### config.mk
export PLATFORM = sky130hd
export DESIGN_NAME = serial_packet_deframer_unit_flat
export DESIGN_NICKNAME = d
export VERILOG_FILES = /design/src/design/spd_pkg.sv /design/src/design/spd_if.sv /design/src/design/serial_packet_deframer_unit.sv /design/src/flat_wrapper.sv
export VERILOG_INCLUDE_DIRS = /design/src /design/src/design
export SDC_FILE = /design/constraint.sdc
export NUM_CORES = 1
export LEC_CHECK = 0
export BUFFER_PORTS_ARGS = -buffer_cell sky130_fd_sc_hd__buf_2
export CAP_MARGIN = 0
export CORE_ASPECT_RATIO = 1.1
export CORE_MARGIN = 2
export CORE_UTILIZATION = 59
export DETAILED_ROUTE_END_ITERATION = 16
export PLACE_DENSITY = 0.78
export SLEW_MARGIN = 10
export SYNTH_ARGS = -nofsm -noshare
export SYNTH_HDL_FRONTEND = slang
export SYNTH_SLANG_ARGS = --single-unit
### constraint.sdc
create_clock -name clk_i -period 3 [get_ports clk_i]
set_input_delay 0.3 -clock clk_i [delete_from_list [all_inputs] [get_ports clk_i]]
set_output_delay 0.3 -clock clk_i [all_outputs]
set_load 0.02 [all_outputs]
### src/design/serial_packet_deframer_unit_assert.svh
// assertion macros for the packet deframer
// expects clk_i and rst_ni in the scope of the module that uses them
`ifndef SERIAL_PACKET_DEFRAMER_UNIT_ASSERT_SVH
`define SERIAL_PACKET_DEFRAMER_UNIT_ASSERT_SVH

// same-cycle implication
`define SPD_ASSERT_NOW(label, ante, cons, msg) \
  label: assert property (@(posedge clk_i) disable iff (!rst_ni) (ante) |-> (cons)) \
    else $error(msg);

// next-cycle implication
`define SPD_ASSERT_NEXT(label, ante, cons, msg) \
  label: assert property (@(posedge clk_i) disable iff (!rst_ni) (ante) |=> (cons)) \
    else $error(msg);

`endif

### src/design/spd_pkg.sv
// shared types and constants of the packet deframer
// no dependencies
package spd_pkg;

  localparam logic [7:0] SYNC_FIRST  = 8'hCC;
  localparam logic [7:0] SYNC_SECOND = 8'h57;

  // configuration register indexes
  localparam int unsigned CFG_IDX_W = 2;
  localparam logic [CFG_IDX_W-1:0] CFG_ROUTE_A = 2'd0;
  localparam logic [CFG_IDX_W-1:0] CFG_ROUTE_B = 2'd1;
  localparam logic [CFG_IDX_W-1:0] CFG_ROUTE_C = 2'd2;

  typedef enum logic [2:0] {
    PH_HUNT1 = 3'd0,
    PH_HUNT2 = 3'd1,
    PH_TAG   = 3'd2,
    PH_LEN   = 3'd3,
    PH_CMD   = 3'd4,
    PH_DATA  = 3'd5,
    PH_CSUM  = 3'd6
  } spd_phase_e;

  typedef enum logic [1:0] {
    KIND_LEN  = 2'd0,
    KIND_CMD  = 2'd1,
    KIND_DATA = 2'd2,
    KIND_CSUM = 2'd3
  } spd_kind_e;

endpackage

### src/design/spd_if.sv
// word channels of the packet deframer: received bytes in, packet bytes out
// depends on nothing
interface spd_in_if;
  logic       valid;
  logic       ready;
  logic [7:0] rx_byte;

  modport source (output valid, output rx_byte, input ready);
  modport sink   (input valid, input rx_byte, output ready);
endinterface

interface spd_out_if;
  logic       valid;
  logic       ready;
  logic [7:0] out_byte;
  logic [1:0] byte_kind;
  logic       end_of_packet;
  logic       checksum_ok;
  logic       sequence_ok;
  logic       to_response;
  logic [7:0] packet_tag;

  modport source (output valid, output out_byte, output byte_kind, output end_of_packet,
                  output checksum_ok, output sequence_ok, output to_response,
                  output packet_tag, input ready);
  modport sink   (input valid, input out_byte, input byte_kind, input end_of_packet,
                  input checksum_ok, input sequence_ok, input to_response,
                  input packet_tag, output ready);
endinterface

### src/design/serial_packet_deframer_unit.sv
// a result word reaches the output register in the cycle after its byte is accepted
// one byte per cycle while not stalled; the per-byte phase update is the only loop
// input is taken whenever the output register is empty or being drained
// reset (asynchronous, active low): hunt for the first sync byte, sums and tags
// cleared, first sequence mismatch excused, route registers zero
// depends on spd_pkg, spd_if and serial_packet_deframer_unit_assert.svh
`include "serial_packet_deframer_unit_assert.svh"

module serial_packet_deframer_unit
  import spd_pkg::*;
(
  input  logic                 clk_i,
  input  logic                 rst_ni,
  input  logic                 cfg_we_i,
  input  logic [CFG_IDX_W-1:0] cfg_idx_i,
  input  logic [7:0]           cfg_data_i,
  spd_in_if.sink               rx_i,
  spd_out_if.source            res_o
);

  logic [7:0] route_a_q, route_b_q, route_c_q;

  spd_phase_e phase_q, phase_d;
  logic [7:0] bytes_left_q, bytes_left_d;
  logic [7:0] sum_q, sum_d;
  logic [7:0] tag_q, tag_d;
  logic [7:0] last_good_q, last_good_d;
  logic       excuse_q, excuse_d;
  logic       route_q, route_d;

  logic       out_valid_q, out_valid_d;
  logic [7:0] out_byte_q, out_byte_d;
  spd_kind_e  kind_q, kind_d;
  logic       eop_q, eop_d;
  logic       csok_q, csok_d;
  logic       seqok_q, seqok_d;
  logic       resp_q, resp_d;
  logic [7:0] ptag_q, ptag_d;

  logic       in_ready;
  logic       in_acc;
  logic [7:0] b;
  logic [7:0] sum_next;
  logic [7:0] left_dec;
  logic       cmd_match;
  logic       follows;
  logic       csok;

  assign in_ready = !out_valid_q || res_o.ready;
  assign in_acc   = rx_i.valid && in_ready;
  assign b        = rx_i.rx_byte;

  assign sum_next  = sum_q + b;
  assign left_dec  = bytes_left_q - 8'd1;
  assign cmd_match = (b == route_a_q) || (b == route_b_q) || (b == route_c_q);
  assign follows   = ((last_good_q + 8'd1) == tag_q);
  assign csok      = (sum_q == b);

  // configuration writes
  always_ff @(posedge clk_i or negedge rst_ni) begin
    if (!rst_ni) begin
      route_a_q <= '0;
      route_b_q <= '0;
      route_c_q <= '0;
    end else if (cfg_we_i) begin
      unique case (cfg_idx_i)
        CFG_ROUTE_A: route_a_q <= cfg_data_i;
        CFG_ROUTE_B: route_b_q <= cfg_data_i;
        CFG_ROUTE_C: route_c_q <= cfg_data_i;
        default: ;
      endcase
    end
  end

  // next phase
  always_comb begin
    phase_d = phase_q;
    if (in_acc) begin
      unique case (phase_q)
        PH_HUNT2: phase_d = (b == SYNC_SECOND) ? PH_TAG : PH_HUNT1;
        PH_TAG:   phase_d = PH_LEN;
        PH_LEN:   phase_d = PH_CMD;
        PH_CMD:   phase_d = (bytes_left_q == 8'd0) ? PH_CSUM : PH_DATA;
        PH_DATA:  phase_d = (left_dec == 8'd0) ? PH_CSUM : PH_DATA;
        PH_CSUM:  phase_d = PH_HUNT1;
        default:  phase_d = (b == SYNC_FIRST) ? PH_HUNT2 : PH_HUNT1;
      endcase
    end
  end

  // packet state and result word
  always_comb begin
    bytes_left_d = bytes_left_q;
    sum_d        = sum_q;
    tag_d        = tag_q;
    last_good_d  = last_good_q;
    excuse_d     = excuse_q;
    route_d      = route_q;

    out_valid_d = out_valid_q && !res_o.ready;
    out_byte_d  = out_byte_q;
    kind_d      = kind_q;
    eop_d       = eop_q;
    csok_d      = csok_q;
    seqok_d     = seqok_q;
    resp_d      = resp_q;
    ptag_d      = ptag_q;

    if (in_acc) begin
      // defaults for a result word built from this byte
      out_byte_d = b;
      eop_d      = 1'b0;
      csok_d     = 1'b0;
      seqok_d    = 1'b0;
      resp_d     = route_q;
      ptag_d     = tag_q;
      kind_d     = KIND_DATA;
      unique case (phase_q)
        PH_HUNT2: ;
        PH_TAG: begin
          tag_d = b;
        end
        PH_LEN: begin
          bytes_left_d = b;
          sum_d        = b;
          route_d      = 1'b0;
          out_valid_d  = 1'b1;
          kind_d       = KIND_LEN;
          resp_d       = 1'b0;
        end
        PH_CMD: begin
          sum_d       = sum_next;
          route_d     = cmd_match;
          out_valid_d = 1'b1;
          kind_d      = KIND_CMD;
          resp_d      = cmd_match;
        end
        PH_DATA: begin
          sum_d        = sum_next;
          bytes_left_d = left_dec;
          out_valid_d  = 1'b1;
          kind_d       = KIND_DATA;
        end
        PH_CSUM: begin
          out_valid_d  = 1'b1;
          kind_d       = KIND_CSUM;
          eop_d        = 1'b1;
          csok_d       = csok;
          seqok_d      = follows || excuse_q;
          bytes_left_d = '0;
          sum_d        = '0;
          if (csok) begin
            last_good_d = tag_q;
            if (!follows) begin
              excuse_d = 1'b0;
            end
          end
        end
        default: ;
      endcase
    end
  end

  // control and packet state registers
  always_ff @(posedge clk_i or negedge rst_ni) begin
    if (!rst_ni) begin
      phase_q      <= PH_HUNT1;
      bytes_left_q <= '0;
      sum_q        <= '0;
      tag_q        <= '0;
      last_good_q  <= '0;
      excuse_q     <= 1'b1;
      route_q      <= 1'b0;
      out_valid_q  <= 1'b0;
    end else begin
      phase_q      <= phase_d;
      bytes_left_q <= bytes_left_d;
      sum_q        <= sum_d;
      tag_q        <= tag_d;
      last_good_q  <= last_good_d;
      excuse_q     <= excuse_d;
      route_q      <= route_d;
      out_valid_q  <= out_valid_d;
    end
  end

  // result payload register
  always_ff @(posedge clk_i) begin
    out_byte_q <= out_byte_d;
    kind_q     <= kind_d;
    eop_q      <= eop_d;
    csok_q     <= csok_d;
    seqok_q    <= seqok_d;
    resp_q     <= resp_d;
    ptag_q     <= ptag_d;
  end

  assign rx_i.ready          = in_ready;
  assign res_o.valid         = out_valid_q;
  assign res_o.out_byte      = out_byte_q;
  assign res_o.byte_kind     = kind_q;
  assign res_o.end_of_packet = eop_q;
  assign res_o.checksum_ok   = csok_q;
  assign res_o.sequence_ok   = seqok_q;
  assign res_o.to_response   = resp_q;
  assign res_o.packet_tag    = ptag_q;

  // checks
  `SPD_ASSERT_NEXT(a_csum_restarts_hunt, in_acc && phase_q == PH_CSUM,
    phase_q == PH_HUNT1 && sum_q == 8'd0 && bytes_left_q == 8'd0 && out_valid_q && eop_q,
    "checksum byte did not end the packet")
  `SPD_ASSERT_NEXT(a_len_gives_word, in_acc && phase_q == PH_LEN,
    out_valid_q && kind_q == KIND_LEN && !resp_q,
    "length byte did not produce a length word")
  `SPD_ASSERT_NEXT(a_excuse_spent_once, !excuse_q, !excuse_q,
    "sequence excuse came back after being used")
  `SPD_ASSERT_NOW(a_verdict_only_at_end, out_valid_q && kind_q != KIND_CSUM,
    !eop_q && !csok_q && !seqok_q,
    "end-of-packet verdict on a non-checksum word")

endmodule

### src/flat_wrapper.sv
// flat-port wrapper written by rule: the top's interface ports become plain ports
module serial_packet_deframer_unit_flat import spd_pkg::*;
  (clk_i, rst_ni, cfg_we_i, cfg_idx_i, cfg_data_i, rx_i_valid, rx_i_rx_byte, rx_i_ready, res_o_valid, res_o_out_byte, res_o_byte_kind, res_o_end_of_packet, res_o_checksum_ok, res_o_sequence_ok, res_o_to_response, res_o_packet_tag, res_o_ready);
  spd_in_if rx_i_i ();
  spd_out_if res_o_i ();
  input  logic clk_i;
  input  logic rst_ni;
  input  logic cfg_we_i;
  input  logic [CFG_IDX_W-1:0] cfg_idx_i;
  input  logic [7:0] cfg_data_i;
  input wire logic [$bits(rx_i_i.valid)-1:0] rx_i_valid;
  input wire logic [$bits(rx_i_i.rx_byte)-1:0] rx_i_rx_byte;
  output wire logic [$bits(rx_i_i.ready)-1:0] rx_i_ready;
  output wire logic [$bits(res_o_i.valid)-1:0] res_o_valid;
  output wire logic [$bits(res_o_i.out_byte)-1:0] res_o_out_byte;
  output wire logic [$bits(res_o_i.byte_kind)-1:0] res_o_byte_kind;
  output wire logic [$bits(res_o_i.end_of_packet)-1:0] res_o_end_of_packet;
  output wire logic [$bits(res_o_i.checksum_ok)-1:0] res_o_checksum_ok;
  output wire logic [$bits(res_o_i.sequence_ok)-1:0] res_o_sequence_ok;
  output wire logic [$bits(res_o_i.to_response)-1:0] res_o_to_response;
  output wire logic [$bits(res_o_i.packet_tag)-1:0] res_o_packet_tag;
  input wire logic [$bits(res_o_i.ready)-1:0] res_o_ready;
  assign rx_i_i.valid = rx_i_valid;
  assign rx_i_i.rx_byte = rx_i_rx_byte;
  assign rx_i_ready = rx_i_i.ready;
  assign res_o_valid = res_o_i.valid;
  assign res_o_out_byte = res_o_i.out_byte;
  assign res_o_byte_kind = res_o_i.byte_kind;
  assign res_o_end_of_packet = res_o_i.end_of_packet;
  assign res_o_checksum_ok = res_o_i.checksum_ok;
  assign res_o_sequence_ok = res_o_i.sequence_ok;
  assign res_o_to_response = res_o_i.to_response;
  assign res_o_packet_tag = res_o_i.packet_tag;
  assign res_o_i.ready = res_o_ready;
  serial_packet_deframer_unit u_core (.clk_i(clk_i), .rst_ni(rst_ni), .cfg_we_i(cfg_we_i), .cfg_idx_i(cfg_idx_i), .cfg_data_i(cfg_data_i), .rx_i(rx_i_i), .res_o(res_o_i));
endmodule
# After elaboration in Yosys (flattened, before gate mapping)

Index checks and enable logic that the tools add are counted.

Flip-flop bits (word level): 84
Input bits: 23
Output and inout port bits: 24

$add $sub $neg: 3
Eq/ne operators: 15
Multiplexer cells: 12
Bitwise operators: 1
Reductions and logical operators: 23

Operator list:

| operator                                         | count |
|---|---|
| case mux 8 bit (3 select lines)                  | 2 |
| == test 8 bit                                    | 5 |
| case mux 3 bit (6 select lines)                  | 1 |
| zero test 8 bit                                  | 2 |
| AND reduction 2 bit                              | 6 |
| == test 3 bit, second input constant             | 3 |
| adder 8 x 1 -> 8 bit, second input constant      | 1 |
| adder 8 bit                                      | 1 |
| == test 8 x 7 -> 1 bit, second input constant    | 1 |
| == test 8 bit, second input constant             | 1 |
| subtractor 8 x 1 -> 8 bit, second input constant | 1 |
| == test 3 x 2 -> 1 bit, second input constant    | 2 |
| two-way mux 2 bit                                | 3 |
| case mux 2 bit (3 select lines)                  | 1 |
| nonzero test 3 bit                               | 2 |
| logical OR 1 bit                                 | 4 |
| two-way mux 1 bit                                | 4 |
| AND reduction 4 bit                              | 1 |
| OR reduction 4 bit                               | 1 |
| == test 3 x 1 -> 1 bit, second input constant    | 1 |
| AND reduction 3 bit                              | 1 |
| == test 2 x 1 -> 1 bit, second input constant    | 1 |
| == test 2 bit, second input constant             | 1 |
| logical AND 1 bit                                | 2 |
| 5 further kinds                                  | 6 |

# Depth between registers and ports, before layout

Depth after elaboration: 4
Depth in mapped cells: 8

# Worst setup path after synthesis

OpenSTA, ideal clock, no wires.

Kind: reg2reg
From: register u_core.out_valid_q, in the netlist u_core.res_o.valid
To: register u_core.tag_q[0]
Library setup time: 0.125 ns
Arrival time: 1.966 ns
Required time: 2.875 ns
Path slack: 0.910 ns
Cell stages (with the launch flop): 7
Path buffers: 1
Clock period less this slack: 2.090 ns
Cell sequence: dfrtp_1 -> nand2b_2 -> nand2_1 -> inv_2 -> buf_2 -> nand3b_1 -> mux2_2

Word-level cells in the longest chain between the ends: 4

Ends and longest elaborated chain:

| what                                 | RTL line                           | source |
|---|---|---|
| from (decl)                          | serial_packet_deframer_unit.sv:31  | `logic out_valid_q, out_valid_d;` |
| from (signal assigned)               | serial_packet_deframer_unit.sv:183 | `out_valid_q <= out_valid_d;` |
| zero test 1 bit                      | serial_packet_deframer_unit.sv:49  | `assign in_ready = !out_valid_q \|\| res_o.ready;` |
| logical OR 1 bit                     | serial_packet_deframer_unit.sv:49  |  |
| via rx_i_ready                       | flat_wrapper.sv:13                 | `output wire logic [$bits(rx_i_i.ready)-1:0] rx_i_ready;` |
| logical AND 1 bit                    | serial_packet_deframer_unit.sv:50  | `assign in_acc = rx_i.valid && in_ready;` |
| via u_core.in_acc                    | serial_packet_deframer_unit.sv:41  | `logic in_acc;` |
| AND reduction 2 bit (no source line) | --                                 |  |
| to (signal assigned)                 | serial_packet_deframer_unit.sv:179 | `tag_q <= tag_d;` |
| to (decl)                            | serial_packet_deframer_unit.sv:26  | `logic [7:0] tag_q, tag_d;` |

The timed path passes the listed nets, and every way through them passes these cells.
A chain may end at the register's enable or synchronous reset.

# Final worst setup path

From: register u_core.phase_q[2]
To: register u_core.bytes_left_q[7]

Word-level cells in the longest chain between the ends: 3

Ends and longest elaborated chain:

| what                                                    | RTL line                           | source |
|---|---|---|
| from (decl)                                             | serial_packet_deframer_unit.sv:23  | `spd_phase_e phase_q, phase_d;` |
| from (signal assigned)                                  | serial_packet_deframer_unit.sv:176 | `phase_q <= phase_d;` |
| == test 3 bit or == test 3 x 2 -> 1 bit (tied branches) | serial_packet_deframer_unit.sv:118 | `unique case (phase_q)` |
| nonzero test 3 bit (no source line)                     | --                                 |  |
| AND reduction 2 bit (no source line)                    | --                                 |  |
| to (signal assigned)                                    | serial_packet_deframer_unit.sv:177 | `bytes_left_q <= bytes_left_d;` |
| to (decl)                                               | serial_packet_deframer_unit.sv:24  | `logic [7:0] bytes_left_q, bytes_left_d;` |

Several ways; a longest one is shown, not always the timed one.

==> out/metrics.yaml <==
run_status:
  result_of_the_run: "finished, violations left"
  violations_in_the_final_reports: "negative hold slack"
global_route:
  wire_length_of_the_first_global_routing_pass_mm: 14.69
  first_global_vias: 3140
  number_of_antenna_violations_at_the_first_check_in_global_routing: 0
  largest_net_degree_at_the_start_of_global_routing: 30
  grt_util_all_layers_pct: 23.70
  globalRoute.totalOverflow: 0
final_layout:
  num_antenna_cells: 0
  layout_stage_area_growth_over_the_synthesis_result_pct: 11.92
  drive_gt1_share_pct: 25.93
  mostFrequentLayoutCell: "sky130_fd_sc_hd__dfrtp_1"
  final_nets: 462
  design_area_um2: 4840
  number_of_cells_in_the_finished_layout_apart_from_fillers: 517
  layout_common_cells: "61 x sky130_fd_sc_hd__dfrtp_1, 46 x sky130_fd_sc_hd__buf_2, 39 x sky130_fd_sc_hd__mux2_2"
floorplan:
  die_area_um2: 8031
  fp.dieW_um: 85.63
  floorplan.die.height_um: 93.79
  top_level_ports: 47
  core_area_um2: 7047
  core_rows: 32
  effective_utilization_at_floorplan_pct: 61.36
critical_path:
  worst-endpoint-required_ns: 3.26
  critPathMaxFanout: 17
  start_kind: "register"
  worst-endpoint-arrival_ns: 2.64
  critical_setup_path_kind: "register to register"
  critical_path.endpoint_type: "register"
power_and_ir_drop:
  share_of_total_power_in_the_clock_network_pct: 21.6
  sw_frac_of_total_pct: 36.51
  internal_power_mw: 2.544
  power.share.sequential_pct: 44.5
  combinational_share_of_power_pct: 33.9
  power-per-cell-area_nw_per_um2: 827.8
  max-vdd-ir-drop_uv: 554.0
  cellLeakagePower_nw: 2.099
  power_switching_mw: 1.463
placement:
  dp_slack_ns: 0.6381
  hpwlAfterDp_mm: 6.417
  detailed_place.area_um2: 4623
  numPortBuffers: 46
  gp_congestion: 0.8680
  placedCellCount: 501
synth:
  synth-edff-count: 22
  synth_area_per_cell_um2: 11.32
  yosys_warnings: 0
  synth-main-ff-cell: "sky130_fd_sc_hd__dfrtp_1"
  post_synth_instance_area_um2: 4324
  postSynthNetCount: 417
  yosysUniqueCellTypes: 54
  seq_total_area_yosys_pct: 51.19
  post_synthesis_async_set_or_reset_flop_share_pct: 73.81
  syn-instance-count: 382
  synth_seq_cells: 84
sta:
  timing.fmax_mhz: 420.5
  final-max-slew-violation-count: 0
  rsz0062_at_grt: "no"
  post-route-period-util_pct: 79.28
  final_hold_viol_count: 26
  period_minus_slack_ns: 2.378
  holdWs_ns: -0.01552
  post-route-worst-setup-slack_ns: 0.6216
  setup_viol: 0
  timing.setup.tns_ns: 0
  tightestPinTransition_ns: 0.7539
  finClkSkew_ns: 0.006320
  slew_headroom_pct: 49.40
job:
  max-cap-violations: 0
clock_network:
  post-cts-setup-buffer-count: 0
  cts_max_level: 3
  clk_root_buffer_cell: "sky130_fd_sc_hd__clkbuf_8"
  numCtsBuffers: 9
  tritoncts_clock_tree: "yes"
  clk_transition_reported_paths_ns: 0.08
  buffers_from_clock_root_to_sink_at_most: 2
  clock_sinks: 84
  cts_hold_repair.buffers: 0
  post_cts.resized_instances: 0
  clock_insertion_delay_worst_skew_ns: 0.35
route:
  routed-via-count: 3104
  detail_route.vias_per_cell: 6.004
  avgRoutedWirePerCell_um: 17.17
  dr.first_iter.drc_count: 183
  first_pass_iters: 4
  postRouteWirelength_mm: 8.876
  drc_errors: 0
  ant_nets: 0
hold_path:
  hold_class: "input pin to asynchronous set/reset pin"
[power by group through the flow]
stage | sequential, mW | clock [mW] | combinational, mW
after floorplan | 1.78 | 0 | 1.01
after global placement | 1.78 | 0 | 1.31
after detailed placement | 1.80 | 0 | 1.35
after CTS | 1.78 | 0.877 | 1.36
after global routing | 1.82 | 0.921 | 1.52
final | 1.78 | 0.866 | 1.36
[layout make-up]
| type | instances | area, um2 |
|---|---|---|
| Fill cell | 556 | 2207 |
| Inverter | 9 | 33.78 |
| Multi-Input combinational cell | 273 | 2009 |
| Sequential cell | 84 | 2213 |
| Tap cell | 85 | 106.4 |
| Timing Repair Buffer | 50 | 260.3 |
| Clock buffer | 10 | 127.6 |
| Clock inverter | 6 | 88.84 |
[per-layer routing]
layer	vias to the layer above	wire, um	GRT usage [%]	share of wire [%]
met5	-	0	0	0
met4	0	173	10.32	1.9
met3	15	384	3.779	4.3
met2	73	4569	41.86	51
met1	1529	3748	28.56	42
li1	1487	-	-	-
[worst max-delay path, stage by stage (launching register included)]
cell and delay, ns:
sky130_fd_sc_hd__dfrtp_1 0.57, sky130_fd_sc_hd__nor2b_1 0.22, sky130_fd_sc_hd__buf_4 0.19, sky130_fd_sc_hd__nand2_1 0.31, sky130_fd_sc_hd__nand2_1 0.09, sky130_fd_sc_hd__o21ai_1 0.60
sky130_fd_sc_hd__o21ai_0 0.19, sky130_fd_sc_hd__o21ai_0 0.11
[cells by family (layout without fill, tap and decap cells)]
kind of cell	after synthesis	in the layout	synth area share, %
AO/OA/AOI/OAI	85	85	12.07
XOR/XNOR	43	43	8.709
adder cells (fa/ha/maj)	12	12	3.646
buffers and inverters	25	75	2.344
flip-flops	84	84	51.19
multiplexers	39	39	10.16
AND/OR/NAND/NOR	94	94	11.89
[state kept, by name, summed over array words and instances (netlist names)]
| name | flops |
|---|---|
| u_core.res_o.end_of_packet | 1 |
| u_core.route_a_q | 8 |
| u_core.res_o.sequence_ok | 1 |
| u_core.tag_q | 8 |
| u_core.res_o.to_response | 1 |
| u_core.res_o.out_byte | 8 |
| u_core.res_o.byte_kind | 2 |
| u_core.route_b_q | 8 |
| u_core.bytes_left_q | 8 |
| u_core.res_o.valid | 1 |
| u_core.phase_q | 3 |
| u_core.route_c_q | 8 |
| u_core.last_good_q | 8 |
| u_core.res_o.checksum_ok | 1 |
| u_core.route_q | 1 |
| u_core.res_o.packet_tag | 8 |
| u_core.excuse_q | 1 |
| u_core.sum_q | 8 |
[through the flow]
| stage | hold slack (ns) | util, % | total power, mW |
|---|---|---|---|
| global route | 0.04057 | 68.68 | 4.263 |
| floorplan | 0.004409 | - | 2.790 |
| CTS | 0.006419 | 68.68 | 4.014 |
| detailed placement | 0.3864 | 65.61 | 3.148 |
| finish | -0.01552 | 68.68 | 4.006 |
| global placement | 0.3720 | 65.61 | 3.092 |
[cell usage after synthesis, types with 2 or more instances]
library cell,instances,area share (%)
sky130_fd_sc_hd__nor3b_1,2,0.35
sky130_fd_sc_hd__a21oi_1,22,2.5
sky130_fd_sc_hd__a21o_1,5,0.87
sky130_fd_sc_hd__and3_1,4,0.58
sky130_fd_sc_hd__edfxtp_1,22,15
sky130_fd_sc_hd__nand3_1,7,0.81
sky130_fd_sc_hd__xnor2_1,20,4.1
sky130_fd_sc_hd__nor2_1,15,1.3
sky130_fd_sc_hd__a211oi_1,4,0.69
sky130_fd_sc_hd__o31ai_1,3,0.52
sky130_fd_sc_hd__o22ai_1,3,0.43
sky130_fd_sc_hd__clkbuf_1,11,0.95
sky130_fd_sc_hd__dfrtp_1,61,35
sky130_fd_sc_hd__nor4_1,6,0.87
sky130_fd_sc_hd__nor3_1,7,0.81
sky130_fd_sc_hd__o21a_1,3,0.52
sky130_fd_sc_hd__buf_2,3,0.35
sky130_fd_sc_hd__o21ai_0,26,3.0
sky130_fd_sc_hd__and2_1,2,0.29
sky130_fd_sc_hd__ha_1,11,3.2
sky130_fd_sc_hd__a22oi_1,9,1.6
sky130_fd_sc_hd__inv_1,8,0.69
sky130_fd_sc_hd__nand2_1,26,2.3
sky130_fd_sc_hd__nand4_1,7,1.0
sky130_fd_sc_hd__nand3b_1,5,0.87
sky130_fd_sc_hd__nand4b_1,2,0.41
sky130_fd_sc_hd__xor2_1,23,4.7
sky130_fd_sc_hd__mux2_2,39,10
[path summary, 6_finish.rpt]
kind	start	slack [ns]	to	depth (start not counted)
min	rst_ni	-0.02	u_core.phase_q[0]	1
max reg2reg	u_core.phase_q[2]	0.62	u_core.bytes_left_q[7]	7
max	u_core.phase_q[2]	0.62	u_core.bytes_left_q[7]	7
min in group clk_i	cfg_data_i[6]	0.20	u_core.route_a_q[6]	2
max in group asynchronous	rst_ni	2.28	u_core.route_a_q[0]	2
min reg2reg	u_core.excuse_q	0.46	u_core.excuse_q	1
(Power assumes the default switching activity.)
